$ cat config.mk
export PLATFORM = sky130hd
export DESIGN_NAME = led_switch_matrix_scanner
export DESIGN_NICKNAME = d
export VERILOG_FILES = /design/src/design/lsms_pkg.sv /design/src/design/lsms_scan.sv /design/src/design/lsms_level_store.sv /design/src/design/led_switch_matrix_scanner.sv
export SDC_FILE = /design/constraint.sdc
export NUM_CORES = 1
export LEC_CHECK = 0
export BUFFER_PORTS_ARGS = -buffer_cell sky130_fd_sc_hd__buf_2
export CORE_ASPECT_RATIO = 0.5
export CORE_MARGIN = 5
export CORE_UTILIZATION = 54
export CTS_CLUSTER_SIZE = 12
export DETAILED_ROUTE_END_ITERATION = 16
export PLACE_DENSITY_LB_ADDON = 0.25
export SLEW_MARGIN = 20
export SYNTH_ARGS = -nofsm -noshare
export SYNTH_HDL_FRONTEND = slang
export SYNTH_SLANG_ARGS = --single-unit
$ cat constraint.sdc
create_clock -name clk -period 3 [get_ports clk]
set_input_delay 0.15 -clock clk [delete_from_list [all_inputs] [get_ports clk]]
set_output_delay 0.15 -clock clk [all_outputs]
set_load 0.01 [all_outputs]
$ cat src/design/lsms_pkg.sv
package lsms_pkg;

    localparam int NUM_COLUMNS  = 8;
    localparam int SAMPLE_BITS  = 10;
    localparam int SWITCH_A_POS = 13;
    localparam int SWITCH_B_POS = 14;
    localparam int LEVEL_W      = 15;
    localparam int STORE_DEPTH  = 8;
    localparam int CHAN_W       = 3;
    localparam int SAMPLE_W     = 10;

    localparam logic [7:0] LED_ON_RESET = 8'd8;
    localparam logic [7:0] SINK_RESET   = 8'hFE;

    typedef logic [1:0]         op_t;
    typedef logic [LEVEL_W-1:0] level_t;
    typedef logic [CHAN_W-1:0]  chan_t;

    localparam op_t OP_TICK  = 2'd0;
    localparam op_t OP_LED   = 2'd1;
    localparam op_t OP_STORE = 2'd2;
    localparam op_t OP_READ  = 2'd3;

    typedef struct packed {
        logic [7:0]             sink;
        logic                   led_on;
        logic [NUM_COLUMNS-1:0] sw_a;
        logic [NUM_COLUMNS-1:0] sw_b;
    } scan_status_t;

endpackage

$ cat src/design/lsms_scan.sv
module lsms_scan
    import lsms_pkg::*;
(
    input  logic         clk,
    input  logic         rst_n,
    input  logic         tick_en,
    input  logic         sense_a,
    input  logic         sense_b,
    input  logic         led_wr_en,
    input  logic [7:0]   led_pattern,
    input  logic [7:0]   led_on_ticks,
    output scan_status_t status
);

    logic [7:0]             phase_reg, phase_next;
    logic [7:0]             led_bits_reg, led_bits_next;
    logic [7:0]             sink_reg, sink_next;
    logic                   led_on_reg, led_on_next;
    logic [NUM_COLUMNS-1:0] sw_a_reg, sw_a_next;
    logic [NUM_COLUMNS-1:0] sw_b_reg, sw_b_next;

    always_comb
    begin
        logic [7:0]             offset;
        logic [7:0]             idx;
        logic [7:0]             onehot;
        logic [NUM_COLUMNS-1:0] col;
        logic                   in_a;
        logic                   in_b;

        offset = phase_reg - led_on_ticks - 8'd1;
        in_a   = (phase_reg > led_on_ticks) && (offset < 8'(NUM_COLUMNS));
        in_b   = (phase_reg > led_on_ticks) && (offset >= 8'(NUM_COLUMNS))
                 && ((offset - 8'(NUM_COLUMNS)) < 8'(NUM_COLUMNS));
        idx    = in_a ? offset : (offset - 8'(NUM_COLUMNS));
        onehot = 8'd1 << idx;
        col    = onehot[NUM_COLUMNS-1:0];

        phase_next    = phase_reg;
        led_bits_next = led_bits_reg;
        sink_next     = sink_reg;
        led_on_next   = led_on_reg;
        sw_a_next     = sw_a_reg;
        sw_b_next     = sw_b_reg;

        if (led_wr_en)
        begin
            led_bits_next = led_pattern;
        end

        if (tick_en)
        begin
            phase_next = phase_reg + 8'd1;
            if (phase_reg == 8'd0)
            begin
                sink_next   = ~led_bits_reg;
                led_on_next = 1'b1;
            end
            else if (phase_reg == led_on_ticks)
            begin
                led_on_next = 1'b0;
            end
            else if (in_a)
            begin
                sink_next = ~onehot;
                sw_a_next = sense_a ? (sw_a_reg & ~col) : (sw_a_reg | col);
            end
            else if (in_b)
            begin
                sink_next = ~onehot;
                sw_b_next = sense_b ? (sw_b_reg & ~col) : (sw_b_reg | col);
            end
        end
    end

    always_ff @(posedge clk or negedge rst_n)
    begin
        if (!rst_n)
        begin
            phase_reg    <= '0;
            led_bits_reg <= '0;
            sink_reg     <= SINK_RESET;
            led_on_reg   <= 1'b0;
            sw_a_reg     <= '0;
            sw_b_reg     <= '0;
        end
        else
        begin
            phase_reg    <= phase_next;
            led_bits_reg <= led_bits_next;
            sink_reg     <= sink_next;
            led_on_reg   <= led_on_next;
            sw_a_reg     <= sw_a_next;
            sw_b_reg     <= sw_b_next;
        end
    end

    assign status.sink   = sink_next;
    assign status.led_on = led_on_next;
    assign status.sw_a   = sw_a_reg;
    assign status.sw_b   = sw_b_reg;

endmodule

$ cat src/design/lsms_level_store.sv
module lsms_level_store
    import lsms_pkg::*;
(
    input  logic   clk,
    input  logic   rst_n,
    input  logic   wr_en,
    input  chan_t  wr_index,
    input  level_t wr_data,
    input  chan_t  rd_index,
    output level_t rd_data
);

    level_t store_reg [STORE_DEPTH];

    always_ff @(posedge clk or negedge rst_n)
    begin
        if (!rst_n)
        begin
            for (int k = 0; k < STORE_DEPTH; k++)
            begin
                store_reg[k] <= '0;
            end
        end
        else if (wr_en)
        begin
            store_reg[wr_index] <= wr_data;
        end
    end

    assign rd_data = store_reg[rd_index];

endmodule

$ cat src/design/led_switch_matrix_scanner.sv
// Scanner for an eight-column LED and two-row switch matrix with a small
// store of tagged converter levels. One request is taken per clock while the
// result side keeps up: it is held in an input register, decoded and applied
// once the output register is free or being emptied, and its result waits in
// the output register until it is taken. Request kind in s_axis_tuser: tick,
// LED pattern write, sample store, level read. Every request yields one
// result carrying the sink drive and LED enable after that request; the level
// and the read flag are set only for a level read. The LED on-time is written
// through cfg_we/cfg_wdata; the user must write it only while no request is
// in flight, and the block itself does not enforce this. It resets to 8.
module led_switch_matrix_scanner
    import lsms_pkg::*;
(
    input  logic        clk,
    input  logic        rst_n,
    input  logic        cfg_we,
    input  logic [7:0]  cfg_wdata,
    input  logic        s_axis_tvalid,
    output logic        s_axis_tready,
    input  logic [23:0] s_axis_tdata,  // sense_a, sense_b, led_pattern[7:0],
                                       // channel_index[2:0], sample[9:0], pad
    input  logic [1:0]  s_axis_tuser,  // op[1:0]
    output logic        m_axis_tvalid,
    input  logic        m_axis_tready,
    output logic [23:0] m_axis_tdata,  // sink_drive[7:0], led_enable,
                                       // level_value[14:0]
    output logic [0:0]  m_axis_tuser   // read_valid
);

    logic [7:0] led_on_ticks_reg;

    logic                in_valid_reg, in_valid_next;
    op_t                 in_op_reg;
    logic                in_sa_reg;
    logic                in_sb_reg;
    logic [7:0]          in_pat_reg;
    chan_t               in_ch_reg;
    logic [SAMPLE_W-1:0] in_smp_reg;

    logic        out_valid_reg, out_valid_next;
    logic [23:0] out_data_reg;
    logic        out_user_reg;

    logic         advance;
    logic         in_take;
    logic         tick_en;
    logic         led_wr_en;
    logic         store_en;
    logic         read_sel;
    scan_status_t status;
    level_t       wr_level;
    level_t       rd_level;
    level_t       level_out;

    assign advance       = in_valid_reg && (!out_valid_reg || m_axis_tready);
    assign s_axis_tready = !in_valid_reg || advance;
    assign in_take       = s_axis_tvalid && s_axis_tready;

    always_comb
    begin
        tick_en   = 1'b0;
        led_wr_en = 1'b0;
        store_en  = 1'b0;
        read_sel  = 1'b0;
        unique case (in_op_reg)
            OP_TICK:  tick_en   = advance;
            OP_LED:   led_wr_en = advance;
            OP_STORE: store_en  = advance;
            OP_READ:  read_sel  = 1'b1;
            default:  read_sel  = 1'b0;
        endcase
    end

    always_comb
    begin
        logic [7:0]   a_bits;
        logic [7:0]   b_bits;
        logic [LEVEL_W-1:0] smp_ext;

        a_bits  = 8'(status.sw_a);
        b_bits  = 8'(status.sw_b);
        smp_ext = LEVEL_W'(in_smp_reg);
        wr_level = '0;
        wr_level[SAMPLE_BITS-1:0] = smp_ext[SAMPLE_BITS-1:0];
        wr_level[SWITCH_A_POS]    = a_bits[in_ch_reg];
        wr_level[SWITCH_B_POS]    = b_bits[in_ch_reg];
    end

    lsms_scan u_scan (
        .clk          (clk),
        .rst_n        (rst_n),
        .tick_en      (tick_en),
        .sense_a      (in_sa_reg),
        .sense_b      (in_sb_reg),
        .led_wr_en    (led_wr_en),
        .led_pattern  (in_pat_reg),
        .led_on_ticks (led_on_ticks_reg),
        .status       (status)
    );

    lsms_level_store u_store (
        .clk      (clk),
        .rst_n    (rst_n),
        .wr_en    (store_en),
        .wr_index (in_ch_reg),
        .wr_data  (wr_level),
        .rd_index (in_ch_reg),
        .rd_data  (rd_level)
    );

    assign level_out = read_sel ? rd_level : '0;

    assign in_valid_next  = in_take ? 1'b1 : (advance ? 1'b0 : in_valid_reg);
    assign out_valid_next = advance ? 1'b1 : (m_axis_tready ? 1'b0 : out_valid_reg);

    always_ff @(posedge clk or negedge rst_n)
    begin
        if (!rst_n)
        begin
            led_on_ticks_reg <= LED_ON_RESET;
            in_valid_reg     <= 1'b0;
            out_valid_reg    <= 1'b0;
        end
        else
        begin
            if (cfg_we)
            begin
                led_on_ticks_reg <= cfg_wdata;
            end
            in_valid_reg  <= in_valid_next;
            out_valid_reg <= out_valid_next;
        end
    end

    always_ff @(posedge clk)
    begin
        if (in_take)
        begin
            in_op_reg  <= s_axis_tuser;
            in_sa_reg  <= s_axis_tdata[0];
            in_sb_reg  <= s_axis_tdata[1];
            in_pat_reg <= s_axis_tdata[9:2];
            in_ch_reg  <= s_axis_tdata[12:10];
            in_smp_reg <= s_axis_tdata[22:13];
        end
        if (advance)
        begin
            out_data_reg <= {level_out, status.led_on, status.sink};
            out_user_reg <= read_sel;
        end
    end

    assign m_axis_tvalid   = out_valid_reg;
    assign m_axis_tdata    = out_data_reg;
    assign m_axis_tuser[0] = out_user_reg;

endmodule
-- Word-level counts from Yosys, hierarchy flattened
Cells that the tools add are included.
- $add $sub $neg: 4
- order comparisons: 7
- equal/unequal tests: 4
- shift operators: 1
- multiplexer cells: 29
- bitwise gates (word level): 10
- reductions and logical operators: 16
- operators by type and width (kind ; number):
    120-bit bitwise mux ; 1
    8-bit two-way mux ; 8
    15-bit binary-select mux with 3-bit select ; 1
    15-bit demux with 3-bit select ; 1
    15-bit two-way mux ; 3
    8-bit AND ; 2
    8-bit by 4-bit less-than comparator with 1-bit output, second input constant ; 2
    8-bit inverter ; 2
    8-bit OR ; 2
    1-bit two-way mux ; 13
    8-bit by 1-bit adder with 8-bit output, second input constant ; 1
    8-bit == test ; 1
    8-bit by 4-bit greater-or-equal comparator with 1-bit output, second input constant ; 1
    8-bit greater-than comparator ; 1
    8-bit logical NOT ; 1
    1-bit by 8-bit left shift with 8-bit output, first input constant ; 1
    8-bit by 1-bit subtractor with 8-bit output, second input constant ; 1
    8-bit by 4-bit subtractor with 8-bit output, second input constant ; 1
    8-bit subtractor ; 1
    1-bit binary-select mux with 3-bit select ; 2
    1-bit logical AND ; 6
    5-bit AND reduction ; 1
    2-bit == test, second input constant ; 2
    4-bit greater-or-equal comparator, second input constant ; 1
    10 further kinds ; 15
- flip-flop bits (word level): 221
- bits of input ports: 39
- output and inout bits: 27
- logic and storage cells: 97

-- Logic depth before layout (Yosys ltp)
- depth in word-level cells: 12
- gate-level depth with buffers: 14

-- Cells and area by module
From an unflattened synthesis, not the netlist that was laid out.
- cells, all modules: 688
- area, all modules: 10393.7 µm²
- modules (own cells, without submodules) (module ; instances ; cells each ; area each (µm²) ; seq. area each (µm²)):
    lsms_level_store ; 1 ; 316 ; 5622.9 ; 3002.9
    lsms_scan ; 1 ; 269 ; 2617.5 ; 1034.7
    led_switch_matrix_scanner ; 1 ; 103 ; 2153.3 ; 1752.9

-- Worst setup path after synthesis
OpenSTA, ideal clock, no wires.
- path type: register to register
- from: register led_on_ticks_reg[0]
- to: register out_data_reg[5], in the netlist m_axis_tdata[5], data pin
- library setup time: 0.181 ns
- arrival time: 3.013 ns
- setup slack: -0.194 ns
- cell stages (with the launch flop): 15
- buffers on the path: 2
- cell sequence: dfrtp_1 > inv_1 > ha_1 > inv_1 > fa_1 > nand2b_1 > a21oi_1 > xnor2_1 > ha_1 > nand4b_1 > and3_1 > buf_2 > buf_6 > o31ai_1 > nor3b_1
- RTL lines (element ; RTL line ; RTL):
    start: declaration ; led_switch_matrix_scanner.sv:30 ; logic [7:0] led_on_ticks_reg;
    start signal: assignment ; led_switch_matrix_scanner.sv:128 ; led_on_ticks_reg <= cfg_wdata;
    end signal: assignment ; led_switch_matrix_scanner.sv:148 ; out_data_reg <= {level_out, status.led_on, status.sink};
    end: declaration ; led_switch_matrix_scanner.sv:41 ; logic [23:0] out_data_reg;

==> results by group <==
Outcome
  – Outcome: completed

Logic synthesis
  – Syn Area/Cell: 13.68 µm²
  – Top FF cell, synth: dfrtp_1
  – Post-Syn Instances: 657
  – Register area share after synthesis: 56.74%
  – Cell variety after synth: 50
  – Post-synth ARST share: 75.77%
  – Yosys warns: 0
  – Post-synth EDFFs: 47
  – Synthesized area: 8989 µm²
  – Flops & latches, synth: 194

Global routing
  – Grt ovf: 0
  – GRT Total Usage: 21.30%
  – Vias in the first global route: 6120
  – First-pass GRT wire length: 32.12 mm
  – Initial antenna violation count: 0
  – Largest net degree at the start of global routing: 74

Clock tree
  – Clk_lat worst skew: 0.44 ns
  – Num CTS Buffers: 17
  – Root Buffer: clkbuf_16
  – Clk slew on worst S/H paths: 0.07 ns
  – Clock sink count: 194
  – H-tree Lvls: 4
  – Longest Clk Path Bufs: 2
  – CTS tree: yes

STA
  – RSZ-0062 raised after global routing: yes
  – Final Setup Violations: 0
  – Max-slew headroom: 44.03%
  – Worst Hold Slack: 0.04278 ns
  – Final Skew: 0.01569 ns
  – FMAX: 338.0 MHz
  – Setup_tns: 0 ns
  – Hold Fails Final Rpt: 0
  – Final Cycle Share: 98.61%
  – Count of pins over their slew limit: 0
  – Worst slew pin tran: 0.8184 ns
  – Final Critical Period: 2.958 ns
  – Worst Setup Slack, final: 0.04172 ns

Detailed routing
  – DR vias/cell: 5.716
  – Routed len/inst: 19.80 µm
  – # DRC: 0
  – Drt pass-1 iters: 5
  – Initial DRC Count: 349
  – Via Count: 5802
  – Antenna-violating nets left: 0
  – WL final: 20.10 mm

Worst setup path
  – R2R Setup Slk: 0.04 ns
  – CP top delay family: compound AO/OA/AOI/OAI gates
  – Reg-to-Reg End: m_axis_tdata[0]
  – Critical Path RT: 3.18 ns
  – CP startpoint kind: flip-flop
  – R2R depth: 6
  – Crit path cell chain: ha_1, a2111oi_0, mux2i_4, o221a_4, nor4_4, nor3b_4
  – Slowest-stage cell, CP: a2111oi_0
  – Capturing element type of the critical path: flip-flop
  – Worst setup path endpoint: m_axis_tdata[0]
  – R2r startpoint: u_scan.phase_reg[5]
  – Arrival time at the worst endpoint: 3.13 ns
  – WP buf/inv: 0
  – Worst Setup SP: u_scan.phase_reg[5]
  – Slowest stage delay, CP: 0.80 ns
  – Setup CP Type: flip-flop to flip-flop
  – Worst path depth: 6
  – Worst-path maximum fanout: 8

Floorplanning
  – # rows: 33
  – Die height: 101.2 µm
  – Starting Density: 54.97%
  – Die Width: 192.5 µm
  – Total die area: 19480 µm²
  – CORE AREA: 16350 µm²
  – Io pins: 66

Layout
  – Number of flip-flops in the largest register: 96
  – Inserted Diodes: 0
  – Commonest non-fill, non-tap cell in the layout: dfrtp_1
  – Final Net Count: 827
  – Area Overhead vs Synth: 23.48%
  – Fill cells: 1111
  – Most frequent cells in the layout: dfrtp_1 (139), mux2_2 (104), buf_2 (60)
  – Layout Utilization: 67.88%
  – Non-filler cells, final: 1015
  – Fraction of layout cells with a size suffix above 1: 41.75%

Hold path
  – Worst min-delay path class: primary input to flip-flop

Place
  – IO buf count: 61
  – Inst Count DP: 945
  – Setup Slack @ Placement: -0.07423 ns
  – Final HPWL DP: 12.44 mm
  – Gp weighted congestion: 0.8294

Power
  – Leakage: 4.691 nW
  – Power Density: 700.2 nW/µm²
  – Peak supply drop: 0.4457 mV

Run
  – Max cap viols: 0
[routing by layer]
metal,up-vias,global-route usage [%],share of wire [%]
li1,2666,-,-
met1,3007,28.51,46
met2,98,36.56,50
met3,31,3.237,2.6
met4,0,6.736,2.0
met5,-,0,0
[how the worst min path moves through the flow]
stage,start,to,slack [ns],cells past startpoint
2_1_floorplan,rst_n,async pin,-0.15,0
6_report,cfg_we,led_on_ticks_reg[3],0.04,3
4_1_cts,m_axis_tready,in_valid_reg,0.01,3
3_3_place_gp,rst_n,u_scan.led_bits_reg[1],0.21,1
5_1_grt,m_axis_tready,m_axis_tvalid,0.06,3
3_5_place_dp,rst_n,u_scan.led_bits_reg[1],0.20,1
[where the power goes]
group          total [W]  internal [W]  switching (W)
logic            0.00213       0.00101        0.00112
registers        0.00334       0.00312       0.000222
clock network    0.00230       0.00119        0.00111
total            0.00777       0.00532        0.00245
[cells by family after synthesis]
| kind of cell | after synthesis | share of synthesized area, % |
|---|---|---|
| AO/OA/AOI/OAI | 62 | 4.747 |
| XOR/XNOR | 12 | 1.169 |
| adder cells (fa/ha/maj) | 13 | 1.893 |
| buffers and inverters | 72 | 3.647 |
| flip-flops | 194 | 56.74 |
| multiplexers | 161 | 23.27 |
| other | 1 | 0.04172 |
| AND/OR/NAND/NOR | 142 | 8.491 |
[per-stage QoR]
step | power, W | instance area, µm²
detailed placement | 0.005227 | 9809
global route | 0.008145 | 11100
finish | 0.007772 | 11100
global placement | 0.005153 | 9809
CTS | 0.007564 | 10790
floorplan | 0.004706 | 9100
[synth_stat cells (2+ instances only)]
master    count  area (µm²)
nor3b_1       6       45.04
or3_1         2       12.51
buf_2         7       35.03
nor2b_1       3       18.77
nand4b_1      3       26.28
nand2b_1      9       56.30
buf_1         5       18.77
edfxtp_1     47        1411
buf_6         5       56.30
o21bai_1      2       15.01
o21a_1        5       37.54
o21ai_0      22       110.1
nand2_1      30       112.6
nor2_1       29       108.9
nor3_1        9       45.04
clkbuf_1     20       75.07
mux2_2      104        1171
xor2_1        3       26.28
a31oi_1       3       18.77
ha_1         12       150.1
nand3b_1      5       37.54
a211oi_1      3       22.52
a211o_1       3       26.28
a21oi_1      11       55.05
nand3_1       7       35.03
and2_1        3       18.77
dfrtp_1     139        3478
mux4_2       28       630.6
mux2i_1      29       290.3
xnor2_1       9       78.83
and3_1        2       12.51
nand4_1       5       31.28
inv_1        32       120.1
o31ai_1       6       45.04
dfstp_2       8       210.2
buf_4         3       22.52
nor4_1       25       156.4
[cell type report]
cell class,instances,area (µm²),area share (%)
clock buffer,18,429.2,3.867
clock inverter,14,165.2,1.488
inverter,32,120.1,1.082
multi-input combinational,396,4013,36.15
sequential,194,5100,45.95
tap,227,284.0,2.559
timing repair buffer,134,988.4,8.905
[repair_timing]
action | in CTS | in global routing
resized for setup | 6 | 46
setup buffers | 0 | 1
pin swaps | 0 | 9
cloned | 0 | 3
hold buffers | 35 | 0
hold endpoints to repair | 102 | 0
endpoints found under the setup margin | 7 | 32
[worst register-to-register path, stage by stage, from the launching register on]
cell and delay, ns:
dfrtp_1 0.43, ha_1 0.42, a2111oi_0 0.80, mux2i_4 0.23
o221a_4 0.37, nor4_4 0.36, nor3b_4 0.08
(Power assumes the default switching activity.)
